`config.mk`:
```
export PLATFORM = sky130hd
export DESIGN_NAME = iuc_ctrl
export DESIGN_NICKNAME = d
export VERILOG_FILES = /design/src/sv/iuc_pkg.sv /design/src/sv/iuc_ctrl.sv
export SDC_FILE = /design/constraint.sdc
export NUM_CORES = 1
export LEC_CHECK = 0
export BUFFER_PORTS_ARGS = -buffer_cell sky130_fd_sc_hd__clkbuf_2
export CAP_MARGIN = 20
export CORE_UTILIZATION = 46
export DETAILED_ROUTE_END_ITERATION = 16
export GPL_TIMING_DRIVEN = 1
export PLACE_DENSITY_LB_ADDON = 0.2
export REMOVE_ABC_BUFFERS = 1
export SYNTH_ARGS = -nofsm -noshare
export SYNTH_HDL_FRONTEND = slang
export SYNTH_SLANG_ARGS = --single-unit
```
`constraint.sdc`:
```
create_clock -name clock -period 2.7 [get_ports clock]
set_input_delay 0.54 -clock clock [delete_from_list [all_inputs] [get_ports clock]]
set_output_delay 0.54 -clock clock [all_outputs]
set_load 0.01 [all_outputs]
```
`src/sv/iuc_pkg.sv`:
```
package iuc_pkg;

   // field widths of the transaction payloads
   localparam int FIELD_ID_W = 50;
   localparam int TOTAL_W    = 51;
   localparam int COUNT_W    = 9;
   localparam int STATUS_W   = 2;

   // result status codes
   localparam logic [STATUS_W-1:0] STATUS_OK      = 2'd0;
   localparam logic [STATUS_W-1:0] STATUS_INVALID = 2'd1;
   localparam logic [STATUS_W-1:0] STATUS_FULL    = 2'd2;

   typedef struct packed {
      logic [FIELD_ID_W-1:0] range_start;
      logic [FIELD_ID_W-1:0] range_end;
   } iuc_req_type;

   typedef struct packed {
      logic [TOTAL_W-1:0]  covered_total;
      logic [COUNT_W-1:0]  range_count;
      logic [STATUS_W-1:0] status;
   } iuc_rsp_type;

   typedef enum logic [2:0] {
      ST_CLEAR,
      ST_IDLE,
      ST_SCAN,
      ST_FINISH,
      ST_REPORT
   } iuc_state_type;

   // status from the datapath to the sequencer
   typedef struct packed {
      logic req_fire;
      logic range_bad;
      logic rsp_free;
   } iuc_stat_type;

   // strobes from the sequencer to the datapath
   typedef struct packed {
      logic req_ready;
      logic clearing;
      logic rd_issue;
      logic commit;
      logic report;
   } iuc_ctrl_type;

endpackage

```
`src/sv/iuc_ctrl.sv`:
```
module iuc_ctrl
   import iuc_pkg::*;
#(
   parameter int MAX_RANGES = 256
) (
   input  logic                          clock,
   input  logic                          reset,
   input  iuc_stat_type                  stat,
   output iuc_ctrl_type                  ctrl,
   output logic [$clog2(MAX_RANGES)-1:0] addr
);

   localparam int CNT_W = $clog2(MAX_RANGES + 1);

   iuc_state_type    state_ff, state_in;
   logic [CNT_W-1:0] cnt_ff, cnt_in;
   logic             cnt_last;
   logic             cnt_end;

   assign cnt_last = (cnt_ff == CNT_W'(MAX_RANGES - 1));
   assign cnt_end  = (cnt_ff == CNT_W'(MAX_RANGES));

   // next state
   always_comb begin
      state_in = state_ff;
      unique case (state_ff)
         ST_CLEAR: begin
            if (cnt_last) state_in = ST_IDLE;
         end
         ST_IDLE: begin
            if (stat.req_fire) state_in = stat.range_bad ? ST_REPORT : ST_SCAN;
         end
         ST_SCAN: begin
            if (cnt_end) state_in = ST_FINISH;
         end
         ST_FINISH: begin
            state_in = ST_REPORT;
         end
         ST_REPORT: begin
            if (stat.rsp_free) state_in = ST_IDLE;
         end
         default: begin
            state_in = ST_IDLE;
         end
      endcase
   end

   // entry counter for the clearing pass and the scan
   always_comb begin
      unique case (state_ff)
         ST_CLEAR: cnt_in = cnt_ff + CNT_W'(1);
         ST_SCAN:  cnt_in = cnt_end ? cnt_ff : cnt_ff + CNT_W'(1);
         default:  cnt_in = '0;
      endcase
   end

   // strobes
   always_comb begin
      ctrl           = '0;
      ctrl.req_ready = (state_ff == ST_IDLE);
      ctrl.clearing  = (state_ff == ST_CLEAR);
      ctrl.rd_issue  = (state_ff == ST_SCAN) && !cnt_end;
      ctrl.commit    = (state_ff == ST_FINISH);
      ctrl.report    = (state_ff == ST_REPORT);
   end

   assign addr = cnt_ff[$clog2(MAX_RANGES)-1:0];

   always_ff @(posedge clock) begin
      if (reset) begin
         state_ff <= ST_CLEAR;
         cnt_ff   <= '0;
      end else begin
         state_ff <= state_in;
         cnt_ff   <= cnt_in;
      end
   end

endmodule
```
==> results of run 1 <==
## sequential cells by signal (all words and copies together) (netlist names)
signal,count
cnt_ff,9
state_ff,3
## synthesized netlist by cell type
cell        n
inv_1       6
nor4_4      1
ha_1        3
nor2_1      4
buf_4       9
nand2b_1    1
a31o_2      1
and2b_1     1
a2111oi_0   1
or3_1       4
o31ai_1     1
nor3b_1     2
nand3b_1    2
xor2_1      2
nand3_1     4
dfxtp_1    12
a21o_1      1
and4bb_2    1
clkbuf_1    1
mux2i_1     1
nand2_1     6
o21ai_0     3
nand4_1     2
or3b_1      1
and3_1      1
a21oi_1     6
buf_6       1
o311a_1     1
nor3_1      4
a21o_2      2
o22ai_1     1
nor2b_1     1
## cell type report
cell class | instances | area [um2] | area share, %
clock buffers | 4 | 36.28 | 4.567
multi-input cells | 58 | 390.4 | 49.13
inverters | 6 | 22.52 | 2.835
flip-flops and latches | 12 | 240.2 | 30.24
repair buffers | 17 | 85.08 | 10.71
well taps | 16 | 20.02 | 2.520
## worst max path at each step
stage                           startpoint  endpoint  slack, ns  cells past startpoint
global placement    cnt_ff[0]$_SDFFE_PP0P_   ctrl[2]       0.81                      5
finish              cnt_ff[0]$_SDFFE_PP0P_   ctrl[2]       0.44                      5
detailed placement  cnt_ff[0]$_SDFFE_PP0P_   ctrl[2]       0.74                      5
floorplan           cnt_ff[0]$_SDFFE_PP0P_   ctrl[2]       0.93                      4
global route        cnt_ff[0]$_SDFFE_PP0P_   ctrl[2]       0.32                      5
CTS                 cnt_ff[0]$_SDFFE_PP0P_   ctrl[2]       0.42                      5
## worst max-delay path: stages, from the launching register on
cell and delay, ns:
dfxtp_1 0.47, inv_1 0.08, ha_1 0.19, and4bb_2 0.25, a21oi_1 0.27, clkbuf_2 0.19
## report_power, final
group | total [mW] | switching [mW] | internal [mW]
clock | 0.146 | 0.0637 | 0.0821
combinational | 0.0633 | 0.0347 | 0.0287
sequential | 0.205 | 0.0184 | 0.186
total | 0.414 | 0.117 | 0.297
## cell families (layout without fill, tap and decap cells)
| kind of cell | count (synthesis) | count (layout) |
|---|---|---|
| AOI/OAI and AO/OA | 17 | 17 |
| xor gates and xnor gates | 2 | 2 |
| adders and majority gates | 3 | 3 |
| buffers and inverters | 17 | 27 |
| DFF | 12 | 12 |
| muxes | 1 | 1 |
| and+or+nand+nor | 35 | 35 |
## metrics by stage
step / utilization, % / hold slack [ns] / total power, mW
global placement: 50.33 / 0.5343 / 0.2703
floorplan: - / 0.5303 / 0.2452
detailed placement: 50.33 / 0.5523 / 0.2719
global route: 52.74 / 0.4936 / 0.4383
finish: 52.74 / 0.4929 / 0.4138
CTS: 52.74 / 0.4914 / 0.4214
## per-layer routing
layer	global-route usage, %	vias to the layer above
met3	8.190	3
met2	26.56	12
li1	-	320
met4	3.871	0
met5	0	-
met1	23.43	316
## layout by cell type (no fill, tap or decap), types with 2 or more instances in the layout
master / n
clkbuf_2: 17
clkbuf_4: 3
or3_1: 4
xor2_1: 2
dfxtp_1: 12
nand2_1: 6
nand3b_1: 2
nor3_1: 4
nand3_1: 4
nand4_1: 2
o21ai_0: 3
a21o_2: 2
inv_1: 6
ha_1: 3
nor3b_1: 2
nor2_1: 4
a21oi_1: 6
==> flow_summary.toml, run 1 <==
[drt]
routed-via-count = 651
top_layer_used = "met4"
postRouteWirelength_um = 1368
remaining_drc_errors = 0
first_iter_violations = 19
avgRoutedWirePerCell_um = 12.11
route.met2.wl_um = 638
detail_route.wirelength.met1_um = 653
routed-wl-met3_um = 66
detailedRoute.firstPassIterationCount = 4
route.detailed.vias_per_inst = 5.761
antenna_nets_post_route = 0

[logic_synthesis]
synth_adder_area_share_pct = 5.102
netlist_area_um2 = 735.7
yosys-mux-area-fraction_pct = 1.361
yosys.area_share.simple_pct = 29.08
postSynthAreaPerCell_um2 = 8.456
synth_largest_type_area_fraction_pct = 32.65
ys_seq_area_share_pct = 32.65
yosys_warnings = 0
synth_area_leaders = "dfxtp_1, buf_4, ha_1"
synth_top_area_cell = "dfxtp_1"
synth_seq_cells = 12
synth_top_family_by_area = "simple AND/OR/NAND/NOR gates"
synth-compound-area-share_pct = 15.14
yosys.area_share.xor_xnor_pct = 2.381
synth_cells = 87
post_synth_cell_types = 32

[sta]
rsz0062_at_grt = "no"
fmax_ghz = 0.4418
finClkSkew_ns = 0.002141
maxSlewViolCount = 0
tightest_slew_ns = 0.5996
finalCritPeriodShare_pct = 83.82
final.min_clock_period_ns = 2.263
totalNegativeSetupSlack_ns = 0
setup_viol = 0
post-route-worst-setup-slack_ns = 0.4367
hold_viol = 0
slew_headroom_pct = 58.99

[die]
dieWidth_um = 41.99
core_mm2 = 0.001506
die-height_um = 41.99
io-pin-count = 18
initial_cell_density_of_the_core_pct = 48.84
fp.dieArea_mm2 = 0.001763
core.rowCount = 14

[clocking]
clkTransAtPathRegs_ns = 0.07
clock_insertion_delay_worst_skew_ns = 0.28
cts_buffers = 3
hold_buffers = 0
cts.sink_count = 12
post-cts-setup-buffer-count = 0
root_buffer = "clkbuf_4"
h-tree-depth = 1
cts_tree = "built"
cts_repair_resize_count = 0
clk_path_buf_depth = 2

[placed_design]
globalplace.congestion = 0.7480
post_dp_cell_area_um2 = 758.2
pre_cts_ws_ns = 0.7408
number_of_buffer_cells_added_on_primary_ports = 17
detailedPlacementHpwl_um = 1026
placed_cells_incl_taps = 109

[critical_path]
regToRegEndpoint = "state_ff[2]$_SDFFE_PP0P_"
timing.reg2reg.setup_slack_ns = 0.77
criticalPathCategory = "flop to output port"
worstPathArrival_ns = 1.72
setup.worst_path.end_class = "output port"
worst_setup_path_start_kind = "flop"
crit_required_ns = 2.16
crit_path_max_fanout = 8
rr_startpoint = "cnt_ff[0]$_SDFFE_PP0P_"
reg2reg_depth = 7

[finish]
antenna_cells = 0
num-nets-final = 106
syn2layout_area_growth_pct = 7.993
finalNonFillerCells = 113
fin_area_um2 = 794.5
layout-drive-gt1-share_pct = 26.80
filler_cell_count = 157

[power]
p_leak_nw = 0.3557
power_density_mw_per_mm2 = 520.9
power.ir.vdd_worst_uv = 330.6

[min_path]
whs_path_depth = 2
worstHoldEndpoint = "state_ff[1]$_SDFFE_PP0P_"
worstHoldPathType = "input port to flop"
worstHoldStart = "reset"

[global_route]
number_of_global_route_vias_before_repair = 546
global_route.usage.total_pct = 17.75
gr-total-overflow = 0
grt_max_degree = 11
number_of_antenna_violations_at_the_first_check_in_global_routing = 0
global_route_wire_length_before_repair_um = 2359

[status]
result_of_the_run = "completed"

[flow_run]
maxCapViolCount = 0
(Power assumes the default switching activity.)
==> run 2: changes to the inputs <==
--- a/config.mk
+++ b/config.mk
@@ -5,6 +5,7 @@
 export SDC_FILE = /design/constraint.sdc
 export NUM_CORES = 1
 export LEC_CHECK = 0
+export ABC_AREA = 1
 export BUFFER_PORTS_ARGS = -buffer_cell sky130_fd_sc_hd__clkbuf_2
 export CAP_MARGIN = 20
 export CORE_UTILIZATION = 46
==> constraint.sdc (replaced) <==
create_clock -name clock -period 2.4 [get_ports clock]
set_input_delay 0.48 -clock clock [delete_from_list [all_inputs] [get_ports clock]]
set_output_delay 0.48 -clock clock [all_outputs]
set_load 0.01 [all_outputs]
==> flow_summary.toml, run 2 <==
[drt]
detailedRoute.firstPassIterationCount = 4
routed-via-count = 659
first_iter_violations = 11
avgRoutedWirePerCell_um = 10.27
route.detailed.vias_per_inst = 4.846
remaining_drc_errors = 0
antenna_nets_post_route = 0
postRouteWirelength_um = 1397

[finish]
multiInputGateArea_um2 = 370.4
syn2layout_area_growth_pct = 9.015
registers.top_by_ff_count = "cnt_ff"
final_cell_mix = "clkbuf_2, inv_1, nand2_1"
sequential_area_um2 = 240.2
num-nets-final = 130
number_of_flip_flops_under_the_largest_register_name = 9
layout.cells.most_common = "clkbuf_2"
fin_area_um2 = 817.0
layout-drive-gt1-share_pct = 27.50
postLayoutCoreUtil_pct = 54.24
filler_cell_count = 147
largest_registers = "cnt_ff (9), state_ff (3)"
antenna_cells = 0

[clocking]
cts_repair_resize_count = 0
root_buffer = "clkbuf_4"
cts_tree = "built"
clkTransAtPathRegs_ns = 0.07
h-tree-depth = 1
cts.sink_count = 12
clk_path_buf_depth = 2
post-cts-setup-buffer-count = 0
clock_insertion_delay_worst_skew_ns = 0.27
hold_buffers = 0
cts_buffers = 3

[critical_path]
reg2reg_depth = 9
timing.reg2reg.setup_slack_ns = 0.72
crit_path_max_fanout = 5
crit_required_ns = 1.92
worst_setup_path_startpoint = "cnt_ff[0]$_SDFFE_PP0P_"
regToRegEndpoint = "state_ff[2]$_SDFFE_PP0P_"
rr_startpoint = "cnt_ff[1]$_SDFFE_PP0P_"
worstPathArrival_ns = 1.52
criticalPathCategory = "flop to output port"
worst_setup_path_start_kind = "flop"
setup.worst_path.end_class = "output port"
critical_path.endpoint = "ctrl[2]"

[die]
dieWidth_um = 42.37
core_mm2 = 0.001506
fp.dieArea_mm2 = 0.001795
initial_cell_density_of_the_core_pct = 49.75
core.rowCount = 14
io-pin-count = 18
die-height_um = 42.37

[sta]
hold_viol = 0
final.min_clock_period_ns = 2.001
finalCritPeriodShare_pct = 83.38
hold_ws_ns = 0.4166
setup_viol = 0
finClkSkew_ns = 0.005606
slew_headroom_pct = 79.61
rsz0062_at_grt = "no"
post-route-worst-setup-slack_ns = 0.3989
totalNegativeSetupSlack_ns = 0
fmax_ghz = 0.4997
tightest_slew_ns = 0.3030
maxSlewViolCount = 0

[global_route]
grt_max_degree = 7
number_of_antenna_violations_at_the_first_check_in_global_routing = 0
number_of_global_route_vias_before_repair = 595
global_route.usage.total_pct = 17.59
global_route_wire_length_before_repair_um = 2421
gr-total-overflow = 0

[logic_synthesis]
synth_largest_type_area_fraction_pct = 32.05
yosys_warnings = 0
synth.cells.most_frequent = "inv_1, nand2_1, dfxtp_1, nor2_1, buf_4"
synth_area_leaders = "dfxtp_1, buf_4, inv_1"
synth_seq_cells = 12
post_synth_cell_types = 22
synth-async-reset-ratio_pct = 0
postSynthAreaPerCell_um2 = 6.940
synth_top_area_cell = "dfxtp_1"
netlist_area_um2 = 749.5
ys_seq_area_share_pct = 32.05
synth_most_common_cell = "inv_1"
synth_enable_flop_cells = 0
synth_cells = 108
synth_top_flop_cell = "dfxtp_1"

[placed_design]
post_dp_cell_area_um2 = 794.5
globalplace.congestion = 0.8565
number_of_buffer_cells_added_on_primary_ports = 17
pre_cts_ws_ns = 0.7043
detailedPlacementHpwl_um = 1124

[power]
p_leak_nw = 0.3841
power.ir.vdd_worst_uv = 323.6
power_density_mw_per_mm2 = 439.2

[status]
result_of_the_run = "completed"

[min_path]
worstHoldPathType = "input port to flop"
worstHoldStart = "reset"

[flow_run]
maxCapViolCount = 0
[run 2: cell types whose count changed in the layout (fill, tap and decap cells not counted), moves of 2 or more]
cell / previous run / this run
inv_2: 0 / 5
nor2_1: 4 / 12
or3_1: 4 / 0
nand2_1: 6 / 15
nor2_4: 0 / 2
inv_1: 6 / 16
nor2_2: 0 / 2
nand3_1: 4 / 6
a21o_2: 2 / 0
nand2_2: 0 / 2
[run 2: worst min-delay path by stage]
stage / endpoint / depth (start not counted)
2_1_floorplan: cnt_ff[3]$_SDFFE_PP0P_ / 2
3_3_place_gp: cnt_ff[3]$_SDFFE_PP0P_ / 2
3_5_place_dp: cnt_ff[3]$_SDFFE_PP0P_ / 2
4_1_cts: state_ff[2]$_SDFFE_PP0P_ / 2
5_1_grt: state_ff[2]$_SDFFE_PP0P_ / 2
6_report: state_ff[2]$_SDFFE_PP0P_ / 2
[run 2: power by group]
| group | leakage [nW] | internal, mW | switching (mW) |
|---|---|---|---|
| sequential | 0.0973 | 0.203 | 0.00537 |
| combinational | 0.273 | 0.0131 | 0.0176 |
| clock | 0.0138 | 0.0580 | 0.0614 |
[run 2: critical path, cell delays in order (launching register included)]
cell      delay, ns
dfxtp_1        0.40
inv_1          0.11
ha_1           0.20
nand2_1        0.06
nor2_1         0.05
nand2_2        0.10
nand2_1        0.11
inv_1          0.09
clkbuf_2       0.13
[run 2: metrics by stage]
stage	instances	total power [mW]
after detailed placement	133	0.2442
after global routing	136	0.3750
after global placement	133	0.2436
after floorplan	100	0.2319
final	136	0.3589
after CTS	136	0.3632
[run 2: area by class of cell]
cell class / instances / area share, %
Clock buffer: 3 / 2.757
Tap cell: 16 / 2.450
Inverter: 21 / 9.648
Multi-Input combinational cell: 67 / 45.33
Timing Repair Buffer: 17 / 10.41
Sequential cell: 12 / 29.40
[run 2: cells by family (layout without fill, tap and decap cells)]
group                    after synthesis  in the layout  synth area share, %
AO/OA/AOI/OAI                         14             14                11.52
XOR/XNOR                               1              1                1.169
adder cells (fa/ha/maj)                3              3                5.009
buffers and inverters                 29             41                18.53
flip-flops                            12             12                32.05
AND/OR/NAND/NOR                       49             49                31.72
[run 2: per-layer routing]
layer	GRT usage (%)	vias to the layer above	share of wire, %
met5	0	-	0
met4	3.750	0	0.86
met3	6.466	2	3.4
met2	27.38	8	45
met1	23.32	287	51
li1	-	362	-
